===== config.mk =====
export PLATFORM = sky130hd
export DESIGN_NAME = tvg_div
export DESIGN_NICKNAME = d
export VERILOG_FILES = /design/src/sv/torus_vertex_generator_core_macros.svh /design/src/sv/tvg_pkg.sv /design/src/sv/tvg_div.sv
export SDC_FILE = /design/constraint.sdc
export NUM_CORES = 1
export LEC_CHECK = 0
export ABC_AREA = 0
export ABC_CLOCK_PERIOD_IN_PS = 2100
export BUFFER_PORTS_ARGS = -buffer_cell sky130_fd_sc_hd__buf_2
export CORE_MARGIN = 1
export CORE_UTILIZATION = 50
export DETAILED_ROUTE_END_ITERATION = 6
export HOLD_SLACK_MARGIN = 0.02
export PLACE_DENSITY = 0.68
export REMOVE_ABC_BUFFERS = 1
export SYNTH_ARGS = -nofsm -noshare
export SYNTH_HDL_FRONTEND = slang
export SYNTH_SLANG_ARGS = --single-unit

===== constraint.sdc =====
create_clock -name clk -period 2.1 [get_ports clk]
set_input_delay 0.42 -clock clk [delete_from_list [all_inputs] [get_ports clk]]
set_output_delay 0.42 -clock clk [all_outputs]
set_load 0.03 [all_outputs]

===== src/sv/torus_vertex_generator_core_macros.svh =====
// Assertion macros shared by the torus vertex generator RTL.
`ifndef TORUS_VERTEX_GENERATOR_CORE_MACROS_SVH
`define TORUS_VERTEX_GENERATOR_CORE_MACROS_SVH

// The consequent must hold in the same cycle as the antecedent.
`define TVG_ASSERT_SAME(label, clk, rst_n, ante, cons) \
    label: assert property (@(posedge clk) disable iff (!rst_n) (ante) |-> (cons)) \
        else $error("torus vertex generator check failed");

// The consequent must hold in the cycle after the antecedent.
`define TVG_ASSERT_NEXT(label, clk, rst_n, ante, cons) \
    label: assert property (@(posedge clk) disable iff (!rst_n) (ante) |=> (cons)) \
        else $error("torus vertex generator check failed");

`endif


===== src/sv/tvg_pkg.sv =====
// Shared constants, register codes and table functions of the torus vertex generator.
package tvg_pkg;

    // Largest step count honoured around either circle.
    localparam int MAX_STEPS = 256;

    // Divisor width: twice a clamped nine bit count.
    localparam int DIV_W = 10;

    // Configuration register codes.
    typedef logic [1:0] cfg_idx_t;
    localparam cfg_idx_t REG_MAJOR_COUNT  = 2'd0;
    localparam cfg_idx_t REG_MINOR_COUNT  = 2'd1;
    localparam cfg_idx_t REG_MAJOR_RADIUS = 2'd2;
    localparam cfg_idx_t REG_MINOR_RADIUS = 2'd3;

    // Q30 Taylor coefficients of sin(pi/2 * t).
    localparam longint Q30_ONE = 64'sd1073741824;
    localparam longint K_C1    = 64'sd1686629713;
    localparam longint K_C3    = -64'sd693598668;
    localparam longint K_C5    = 64'sd85569306;
    localparam longint K_C7    = -64'sd5026996;
    localparam longint K_C9    = 64'sd172272;
    localparam longint K_C11   = -64'sd3864;

    // Q30 product, truncated toward zero.
    function automatic longint q30_mul(input longint a, input longint b);
        return (a * b) / Q30_ONE;
    endfunction

    // Quarter-wave sine entry k of a table whose depth is 2**log_depth, in Q1.14.
    function automatic logic [14:0] quarter_entry(input int unsigned k,
                                                  input int unsigned log_depth);
        longint t;
        longint t2;
        longint acc;
        longint s;
        t   = longint'(k) << (30 - log_depth);
        t2  = q30_mul(t, t);
        acc = K_C11;
        acc = K_C9 + q30_mul(acc, t2);
        acc = K_C7 + q30_mul(acc, t2);
        acc = K_C5 + q30_mul(acc, t2);
        acc = K_C3 + q30_mul(acc, t2);
        acc = K_C1 + q30_mul(acc, t2);
        s   = q30_mul(acc, t);
        if (s < 0)
            s = 0;
        s = (s + 64'sd32768) / 64'sd65536;
        if (s > 16384)
            s = 16384;
        return 15'(s);
    endfunction

    // A count of zero counts as one; counts above the limit are clamped.
    function automatic logic [8:0] clamp_count(input logic [8:0] c);
        if (c == 9'd0)
            return 9'd1;
        else if (int'(c) > MAX_STEPS)
            return 9'(MAX_STEPS);
        else
            return c;
    endfunction

endpackage


===== src/sv/tvg_div.sv =====
// Pipelined restoring divider, one quotient bit per register stage.
module tvg_div #(
    parameter int NUM_W = 26
) (
    input  logic                     clk,
    input  logic [NUM_W-1:0]         n,
    input  logic [tvg_pkg::DIV_W-1:0] d,
    output logic [NUM_W-1:0]         q
);
    import tvg_pkg::*;

    logic [NUM_W-1:0] num_reg [NUM_W];
    logic [NUM_W-1:0] quo_reg [NUM_W];
    logic [DIV_W-1:0] rem_reg [NUM_W];
    logic [DIV_W-1:0] den_reg [NUM_W];

    // Each stage shifts in one numerator bit and tries one subtraction.
    for (genvar s = 0; s < NUM_W; s++) begin : g_stage
        logic [NUM_W-1:0] num_in;
        logic [NUM_W-1:0] quo_in;
        logic [DIV_W-1:0] rem_in;
        logic [DIV_W-1:0] den_in;
        logic [DIV_W:0]   trial;
        logic             fits;

        if (s == 0) begin : g_first
            assign num_in = n;
            assign quo_in = '0;
            assign rem_in = '0;
            assign den_in = d;
        end
        else begin : g_next
            assign num_in = num_reg[s-1];
            assign quo_in = quo_reg[s-1];
            assign rem_in = rem_reg[s-1];
            assign den_in = den_reg[s-1];
        end

        assign trial = {rem_in, num_in[NUM_W-1]};
        assign fits  = (trial >= {1'b0, den_in});

        always_ff @(posedge clk)
        begin
            num_reg[s] <= num_in << 1;
            quo_reg[s] <= {quo_in[NUM_W-2:0], fits};
            rem_reg[s] <= fits ? DIV_W'(trial - {1'b0, den_in}) : trial[DIV_W-1:0];
            den_reg[s] <= den_in;
        end
    end

    assign q = quo_reg[NUM_W-1];

endmodule


==> results of run 1 <==
-- routing by layer --
layer	up-vias	GRT usage, %	wire length [um]
met3	167	2.85	2290
li1	11700	-	-
met2	402	32.8	36400
met5	-	0	0
met4	0	7.03	2220
met1	11100	21.0	30900
-- repair_timing --
item / 4_1_cts / 5_1_grt
setup endpoints to repair: 235 / 239
buffers inserted: 92 / 60
hold buffers: 36 / 0
endpoints found under the hold margin: 36 / 0
cloned: 14 / 1
resized for setup: 472 / 285
pin swaps: 179 / 184
-- power by group through the flow --
stage               clock network (uW)  registers [uW]  logic [uW]
global placement                     0           29600       23000
detailed placement                   0           29700       23900
global route                     22700           30000       32500
CTS                              21700           29500       28200
finish                           21200           29600       30100
floorplan                            0           29200       16700
-- worst paths after layout --
path / from / endpoint
min reg2reg: quo_reg[0][318]$_DFF_P_ / quo_reg[0][345]$_DFF_P_
max reg2reg: num_reg[1][24]$_DFF_P_ / rem_reg[1][11]$_DFF_P_
max: num_reg[1][24]$_DFF_P_ / rem_reg[1][11]$_DFF_P_
min: quo_reg[0][318]$_DFF_P_ / quo_reg[0][345]$_DFF_P_
-- through the flow --
stage	setup TNS (ns)	setup WS (ns)	utilization, %	instance area [um2]	cells
after floorplan	-16.57	-0.389	-	38000	3043
after global placement	-30.16	-0.408	55.5	42100	4399
after detailed placement	-37.92	-0.422	55.5	42100	4399
after CTS	-7.28	-0.195	65.0	49300	4749
after global routing	-15.18	-0.208	66.8	50600	4797
final	-3.85	-0.131	66.8	50600	4797
-- layout make-up --
cell class                 count  area share, %
clock inverter                73           1.91
multi-input combinational   1550           31.1
timing repair buffer         566           9.29
tap                          978           2.42
clock buffer                 137           6.01
inverter                     317           2.36
sequential                  1176           46.9
-- cells by family after synthesis --
logic type | after synthesis | synth area share, %
AND/OR/NAND/NOR | 321 | 4.33
buffers and inverters | 342 | 3.76
AO/OA/AOI/OAI | 582 | 9.81
flip-flops | 1176 | 61.6
multiplexers | 222 | 7.61
XOR/XNOR | 149 | 3.41
adder cells (fa/ha/maj) | 276 | 9.50
-- layout by cell type, fill, tap and decap left out, types with 66 or more instances in the layout --
cell type  count
a21oi_1      116
a21oi_2       89
buf_4        403
clkbuf_16    120
dfxtp_1     1039
dfxtp_2      130
ha_1         151
ha_4          94
inv_1        254
mux2_4       170
nand2_1       82
xnor2_1       66
xor2_1        83
==> results.tsv, run 1 <==
stage	metric	value	unit
worst_hold_path	hold_class	reg -> reg	
floorplanning	pin_count	63	
sta	setup_viol	95	
run_status	violations	setup timing	
logic_synthesis	synth_flop_cell	dfxtp_1	
logic_synthesis	synthMostInstantiatedCell	dfxtp_1	
floorplanning	core.rowCount	101	
pwr	power.leakage	0.0228	uW
global_route	antenna_found_initial	0	
placement	place_congestion	0.883	
sta	hold_viol_final	0	
clocking	cts_tree	done	
worst_setup_path	cp.depth	9	
routing	ant_nets	0	
worst_setup_path	r2r.worst_path.cells	9	
global_route	grt_pass1_wl	115000	um
floorplanning	coreArea	75800	um2
placement	dp_hpwl	45900	um
logic_synthesis	synth_area_leaders	dfxtp_1 62%, ha_1 8.2%, mux2_4 4.7%	
routing	vias_per_cell	4.89	
pwr	vdd_ir_drop_max	0.817	mV
worst_setup_path	cp_data_required_time	2.65	ns
clocking	cts-buffers-inserted	111	
logic_synthesis	syn_avg_cell_area	12.5	um2
finish	layout.nets	4035	
routing	vias	23400	
sta	fin_skew	0.0304	ns
worst_setup_path	cpPeakStageDelay	0.45	ns
worst_setup_path	cpMaxStageDelayCell	a311o_2	
global_route	grt_usage	18.0	%
worst_setup_path	r2r_slack	-0.13	ns
pwr	swShare	29.9	%
pwr	p_sw	24200	uW
clocking	clockRootBuffer	clkbuf_16	
floorplanning	die_x	279	um
finish	nFillCells	5224	
finish	area_growth	32.4	%
pwr	p_int	56700	uW
clocking	clk_pin_slew	0.07	ns
routing	totalWireLength	71700	um
sta	hold_ws	0.300	ns
worst_setup_path	critPathLaunchType	register	
worst_setup_path	worstPathCellList	inv_4 -> ha_4 -> nand2b_4 -> a21o_1 -> a21oi_2 -> o21ai_2 -> a311o_2 -> buf_12 -> mux2_4	
logic_synthesis	synth_top_area_share	61.6	%
floorplanning	dieArea	77600	um2
sta	rsz0062_at_grt	true	
sta	max-slew-margin-rel	64.4	%
pwr	pwr-share-clk	26.2	%
clocking	htree_levels	3	
logic_synthesis	ys_seq_area_share	61.6	%
logic_synthesis	yosys_warnings	0	
flow_run	cap_violations	0	
finish	multi_input_area	15800	um2
worst_setup_path	path_delay_family	compound AO/OA/AOI/OAI gates	
clocking	clkLatencyLatePin	0.68	ns
floorplanning	initial_utilization	50.4	%
run_status	outcome	finished with violations	
routing	first_pass_iters	5	
sta	worst_pin_slew	0.530	ns
logic_synthesis	ys_top_cells_by_count	1176 x dfxtp_1, 316 x inv_1, 252 x ha_1	
finish	largest_reg_flops	351	
worst_setup_path	path_buf_inv	2	
logic_synthesis	synth_area_leader_cell	dfxtp_1	
worst_hold_path	holdPathStages	0	
logic_synthesis	ys_types	62	
sta	period_share	106	%
global_route	first_global_vias	24400	
sta	slew_viol_final	0	
global_route	grt_max_degree	18	
logic_synthesis	synthesis.area	38200	um2
placement	port-buffer-count	62	
global_route	grt-ovfl-total	0	
sta	fmax	448	MHz
finish	n_antenna_cell	0	
pwr	power.total	80900	uW
sta	fin_ws	-0.131	ns
sta	min_period	2.23	ns
pwr	power_frac_comb	37.2	%
floorplanning	die_y	279	um
routing	wl_per_cell	15.0	um
routing	route.detailed.drc	0	
pwr	p_seq_share	36.6	%
clocking	cts_sinks	1176	
routing	drtIter0Drc	897	
pwr	p_per_area	1600	nW/um2
logic_synthesis	synth_seq_cells	1176	
worst_setup_path	arrival	2.78	ns
worst_setup_path	crit_type	reg -> reg	
finish	register_area	23700	um2
logic_synthesis	ys_async_sr_fraction	0	%
worst_setup_path	crit_path_max_fanout	6	
logic_synthesis	syn-instance-count	3068	
worst_setup_path	end_kind	register	
clocking	cts_buffer_depth	3	
finish	drive_gt1_share	38.6	%
logic_synthesis	synth_edf_count	0	
Note: power is estimated with default switching activity, not from simulation.
==> run 2, diff against run 1 <==
Settings changed: GPL_TIMING_DRIVEN set to 0.
==> results.tsv, run 2 (synthesis results as in run 1) <==
stage	metric	value	unit	change
finish	layout_common_cells	1063 x dfxtp_1, 251 x inv_1, 178 x mux2_4, 172 x buf_4, 129 x ha_4		was 1039 x dfxtp_1, 403 x buf_4, 254 x inv_1, 170 x mux2_4, 151 x ha_1
worst_setup_path	path_delay_family	compound AO/OA/AOI/OAI gates		unchanged
floorplanning	die_x	279	um	unchanged
sta	setup_tns	-4.68	ns	was -3.85 ns
global_route	grt-ovfl-total	0		unchanged
routing	vias_per_cell	5.08		was 4.89
sta	hold_ws	0.295	ns	was 0.300 ns
clocking	clk_pin_slew	0.06	ns	was 0.07 ns
sta	slew_viol_final	0		unchanged
worst_setup_path	cp_data_required_time	2.67	ns	was 2.65 ns
worst_setup_path	arrival	2.81	ns	was 2.78 ns
placement	port-buffer-count	62		unchanged
finish	final_common_cell	dfxtp_1		unchanged
finish	largest_reg_flops	351		unchanged
sta	max-slew-margin-rel	59.6	%	was 64.4%
placement	dp_hpwl	42700	um	was 45900 um
routing	wl_per_cell	15.9	um	was 15.0 um
finish	drive_gt1_share	35.4	%	was 38.6%
worst_setup_path	crit_path_max_fanout	10		was 6
routing	vias	23100		was 23400
clocking	clkLatencyLatePin	0.69	ns	was 0.68 ns
run_status	outcome	finished with violations		unchanged
global_route	grt_pass1_wl	113000	um	was 115000 um
finish	layout.nets	3783		was 4035
sta	period_share	107	%	was 106%
placement	place_congestion	0.889		was 0.883
routing	route.detailed.drc	0		unchanged
run_status	violations	setup timing		unchanged
worst_setup_path	crit_type	reg -> reg		unchanged
sta	rsz0062_at_grt	true		unchanged
sta	hold_viol_final	0		unchanged
pwr	p_per_area	1640	nW/um2	was 1600 nW/um2
worst_setup_path	cpPeakStageDelay	0.39	ns	was 0.45 ns
pwr	vdd_ir_drop_max	0.866	mV	was 0.817 mV
flow_run	cap_violations	0		unchanged
global_route	antenna_found_initial	0		unchanged
worst_setup_path	worstPathCellList	ha_4 -> nor2b_4 -> o31a_1 -> o2111ai_2 -> nand3_4 -> o21ai_4 -> buf_12 -> mux2_2		was inv_4 -> ha_4 -> nand2b_4 -> a21o_1 -> a21oi_2 -> o21ai_2 -> a311o_2 -> buf_12 -> mux2_4
clocking	cts_tree	done		unchanged
worst_hold_path	hold_class	reg -> reg		unchanged
worst_setup_path	critPathLaunchType	register		unchanged
sta	setup_viol	86		was 95
worst_setup_path	path_buf_inv	1		was 2
clocking	clockRootBuffer	clkbuf_16		unchanged
global_route	grt_max_degree	17		was 18
placement	place_area	39500	um2	was 42100 um2
clocking	cts_sinks	1176		unchanged
sta	worst_pin_slew	0.601	ns	was 0.530 ns
global_route	grt_usage	17.6	%	was 18.0%
global_route	first_global_vias	24100		was 24400
finish	design_area	49100	um2	was 50600 um2
sta	fmax	446	MHz	was 448 MHz
clocking	cts-buffers-inserted	113		was 111
floorplanning	coreArea	75800	um2	unchanged
routing	ant_nets	0		unchanged
routing	first_pass_iters	5		unchanged
floorplanning	initial_utilization	50.4	%	unchanged
pwr	power.leakage	0.0215	uW	was 0.0228 uW
worst_setup_path	cpMaxStageDelayCell	dfxtp_2		was a311o_2
floorplanning	pin_count	63		unchanged
sta	min_period	2.24	ns	was 2.23 ns
finish	area_growth	28.5	%	was 32.4%
clocking	cts_buffer_depth	3		unchanged
floorplanning	die_y	279	um	unchanged
clocking	htree_levels	3		unchanged
floorplanning	core.rowCount	101		unchanged
routing	totalWireLength	72400	um	was 71700 um
routing	drtIter0Drc	870		was 897
sta	fin_ws	-0.140	ns	was -0.131 ns
worst_setup_path	end_kind	register		unchanged
sta	fin_skew	0.0426	ns	was 0.0304 ns
floorplanning	dieArea	77600	um2	unchanged
## run 2: final timing paths
| kind | cells after the start | endpoint | slack [ns] | from |
|---|---|---|---|---|
| setup / recovery | 8 | rem_reg[1][68]$_DFF_P_ | -0.14 | rem_reg[1][50]$_DFF_P_ |
| hold / removal | 0 | num_reg[0][86]$_DFF_P_ | 0.29 | num_reg[0][60]$_DFF_P_ |
| setup reg to reg | 8 | rem_reg[1][68]$_DFF_P_ | -0.14 | rem_reg[1][50]$_DFF_P_ |
| hold reg to reg | 0 | num_reg[0][86]$_DFF_P_ | 0.29 | num_reg[0][60]$_DFF_P_ |
## run 2: per-stage QoR
step           std cells  total power [uW]  util, %  setup slack [ns]
2_1_floorplan       3043             45900        -            -0.389
3_3_place_gp        4083             49300     52.1            -0.947
3_5_place_dp        4084             50400     52.1            -0.897
4_1_cts             4473             78000     62.5            -0.154
5_1_grt             4542             84600     64.8            -0.238
6_report            4543             80500     64.8            -0.140
## run 2: power breakdown
part           total [uW]  switching (uW)  internal, uW
Combinational       29300           13500         15900
Clock               21600            8440         13100
Sequential          29700            2470         27200
Total               80500           24400         56200
## run 2: worst register-to-register path: stages, from the launching register on
cell and delay (ns):
dfxtp_2 0.39, ha_4 0.23, nor2b_4 0.13, o31a_1 0.29, o2111ai_2 0.25, nand3_4 0.14, o21ai_4 0.19, buf_12 0.16
mux2_2 0.35
## run 2: timing repair
action | in CTS | in global routing
resized for setup | 514 | 294
hold endpoints to repair | 36 | 0
endpoints found under the setup margin | 260 | 238
hold buffers | 36 | 0
buffers inserted | 128 | 74
pin swaps | 212 | 211
gates cloned | 18 | 0
## run 2: routing by layer
metal  share of wire [%]  up-vias  wire [um]  track usage (%)
met5                   0        -          0                0
met4                 3.5        0       2530             8.28
met3                 3.7      196       2680             2.84
met2                  53      467      38500             33.4
met1                  40    11100      28700             18.9
li1                    -    11300          -                -
## run 2: final cells by class
cell class / count / area (um2)
Clock inverter: 56 / 897
Clock buffer: 153 / 3210
Fill cell: 5278 / 26700
Timing Repair Buffer: 297 / 2320
Inverter: 317 / 1200
Antenna cell: 1 / 2.50
Tap cell: 978 / 1220
Multi-Input combinational cell: 1565 / 16600
Sequential cell: 1176 / 23700
==> run 3, diff against run 2 <==
==> constraint.sdc (replaced) <==
create_clock -name clk -period 2.1 [get_ports clk]
set_input_delay 0.21 -clock clk [delete_from_list [all_inputs] [get_ports clk]]
set_output_delay 0.21 -clock clk [all_outputs]
set_load 0.03 [all_outputs]
==> results.tsv, run 3 (synthesis results as in run 1) <==
stage	metric	value	unit	change
worst_setup_path	cp_data_required_time	2.67	ns	about the same
floorplanning	dieArea	77600	um2	unchanged
worst_setup_path	worstPathCellList	ha_4 -> nor2b_4 -> o31a_1 -> o2111ai_2 -> nand3_4 -> o21ai_4 -> buf_12 -> mux2_2		unchanged
sta	period_share	107	%	about the same
clocking	htree_levels	3		unchanged
worst_setup_path	rr_endpoint	rem_reg[1][68]$_DFF_P_		unchanged
clocking	cts-buffers-inserted	113		unchanged
floorplanning	core.rowCount	101		unchanged
run_status	outcome	finished with violations		unchanged
sta	fin_ws	-0.139	ns	was -0.140 ns
finish	area_growth	28.5	%	about the same
clocking	clkLatencyLatePin	0.69	ns	about the same
sta	max-slew-margin-rel	60.6	%	was 59.6%
routing	vias_per_cell	5.08		about the same
sta	fin_skew	0.0409	ns	was 0.0426 ns
global_route	grt-ovfl-total	0		unchanged
floorplanning	die_y	279	um	unchanged
global_route	first_global_vias	24100		unchanged
worst_setup_path	critPathLaunchType	register		unchanged
worst_setup_path	cpPeakStageDelay	0.39	ns	about the same
routing	first_pass_iters	5		unchanged
routing	drtIter0Drc	906		was 870
clocking	cts_sinks	1176		unchanged
worst_setup_path	path_delay_family	compound AO/OA/AOI/OAI gates		unchanged
worst_setup_path	crit_path_max_fanout	10		unchanged
worst_hold_path	hold_class	in -> reg		was reg -> reg
finish	layout.nets	3783		unchanged
worst_setup_path	crit_path_end	rem_reg[1][68]$_DFF_P_		unchanged
floorplanning	pin_count	63		unchanged
floorplanning	die_x	279	um	unchanged
pwr	power.leakage	0.0215	uW	about the same
worst_setup_path	path_buf_inv	1		unchanged
floorplanning	coreArea	75800	um2	unchanged
global_route	grt_usage	17.6	%	unchanged
finish	layout_common_cells	1063 x dfxtp_1, 251 x inv_1, 178 x mux2_4, 172 x buf_4, 129 x ha_4		unchanged
finish	fin_util	64.8	%	about the same
global_route	grt_pass1_wl	113000	um	unchanged
sta	hold_ws	0.158	ns	was 0.295 ns
flow_run	cap_violations	0		unchanged
routing	vias	23100		about the same
routing	route.detailed.drc	0		unchanged
global_route	antenna_found_initial	0		unchanged
placement	port-buffer-count	62		unchanged
worst_setup_path	end_kind	register		unchanged
sta	hold_viol_final	0		unchanged
placement	place_congestion	0.889		unchanged
routing	ant_nets	0		unchanged
clocking	cts_tree	done		unchanged
finish	final_common_cell	dfxtp_1		unchanged
finish	drive_gt1_share	35.4	%	about the same
sta	setup_viol	86		unchanged
floorplanning	initial_utilization	50.4	%	unchanged
clocking	cts_buffer_depth	3		unchanged
finish	nFillCells	5278		unchanged
finish	largest_reg_flops	351		unchanged
sta	slew_viol_final	0		unchanged
worst_setup_path	cpMaxStageDelayCell	dfxtp_2		unchanged
worst_setup_path	arrival	2.81	ns	about the same
pwr	p_per_area	1640	nW/um2	about the same
clocking	clk_pin_slew	0.06	ns	about the same
worst_setup_path	cp.depth	8		unchanged
worst_setup_path	startpoint	rem_reg[1][50]$_DFF_P_		unchanged
sta	min_period	2.24	ns	about the same
worst_setup_path	crit_type	reg -> reg		unchanged
placement	dp_hpwl	42700	um	unchanged
worst_setup_path	r2r_slack	-0.14	ns	about the same
pwr	vdd_ir_drop_max	0.864	mV	was 0.866 mV
worst_setup_path	r2r_start	rem_reg[1][50]$_DFF_P_		unchanged
global_route	grt_max_degree	17		unchanged
routing	totalWireLength	72400	um	about the same
worst_setup_path	r2r.worst_path.cells	8		unchanged
clocking	clockRootBuffer	clkbuf_16		unchanged
sta	fmax	447	MHz	was 446 MHz
sta	worst_pin_slew	0.587	ns	was 0.601 ns
run_status	violations	setup timing		unchanged
routing	wl_per_cell	15.9	um	about the same
sta	rsz0062_at_grt	true		unchanged
==> run 3: cell count changes in the layout (fill, tap and decap cells not counted) <==
cell | previous run | this run
or4_1 | 0 | 1
or4_4 | 1 | 0
==> run 3: metal layers <==
metal / track usage, % / part of all wire (%)
met3: 2.84 / 3.5
met4: 8.28 / 3.5
met2: 33.4 / 53
met5: 0 / 0
met1: 18.9 / 40
==> run 3: final cells by class <==
cell class | instances | area, um2 | area share, %
diodes | 1 | 2.50 | 0.00509
flip-flops and latches | 1176 | 23700 | 48.3
multi-input cells | 1565 | 16600 | 33.7
clock buffers | 153 | 3210 | 6.54
inverters | 317 | 1200 | 2.44
repair buffers | 297 | 2320 | 4.73
clock inverters | 56 | 897 | 1.83
well taps | 978 | 1220 | 2.49
==> run 3: worst min-delay path by stage <==
| stage | cells after the start | slack [ns] | start | end |
|---|---|---|---|---|
| finish | 2 | 0.16 | n[0] | num_reg[0][0]$_DFF_P_ |
| global route | 2 | 0.13 | n[0] | num_reg[0][0]$_DFF_P_ |
| CTS | 2 | 0.11 | n[11] | num_reg[0][11]$_DFF_P_ |
| detailed placement | 0 | 0.31 | num_reg[0][120]$_DFF_P_ | num_reg[0][146]$_DFF_P_ |
| global placement | 0 | 0.31 | quo_reg[1][95]$_DFF_P_ | quo_reg[1][122]$_DFF_P_ |
| floorplan | 0 | 0.24 | d[0] | den_reg[0][0]$_DFF_P_ |
==> run 3: worst register-to-register path, stage by stage, from the launching register on <==
cell,delay [ns]
dfxtp_2,0.39
ha_4,0.23
nor2b_4,0.13
o31a_1,0.29
o2111ai_2,0.24
nand3_4,0.13
o21ai_4,0.19
buf_12,0.16
mux2_2,0.35
==> run 3: power by group <==
group / leakage, uW / internal [uW] / switching [uW] / total (uW)
sequential: 0.00985 / 27200 / 2460 / 29600
clock: 0.00199 / 13100 / 8440 / 21600
combinational: 0.00965 / 15900 / 13500 / 29300
total: 0.0215 / 56200 / 24400 / 80500
==> run 3: per-stage QoR <==
step	power, uW	setup slack [ns]	cell area (um2)	std cells	setup TNS, ns
2_1_floorplan	45900	-0.389	38000	3043	-16.57
3_3_place_gp	49300	-0.947	39500	4083	-93.44
3_5_place_dp	50400	-0.897	39500	4084	-93.57
4_1_cts	78000	-0.154	47400	4473	-5.82
5_1_grt	84600	-0.238	49100	4542	-12.27
6_report	80500	-0.139	49100	4543	-4.71
==> run 3: what timing repair did <==
item,CTS,global route
setup buffers,128,74
hold buffers,36,0
setup endpoints to repair,260,237
cloned,18,0
resized for setup,514,293
endpoints found under the hold margin,45,0
pin swaps,212,211
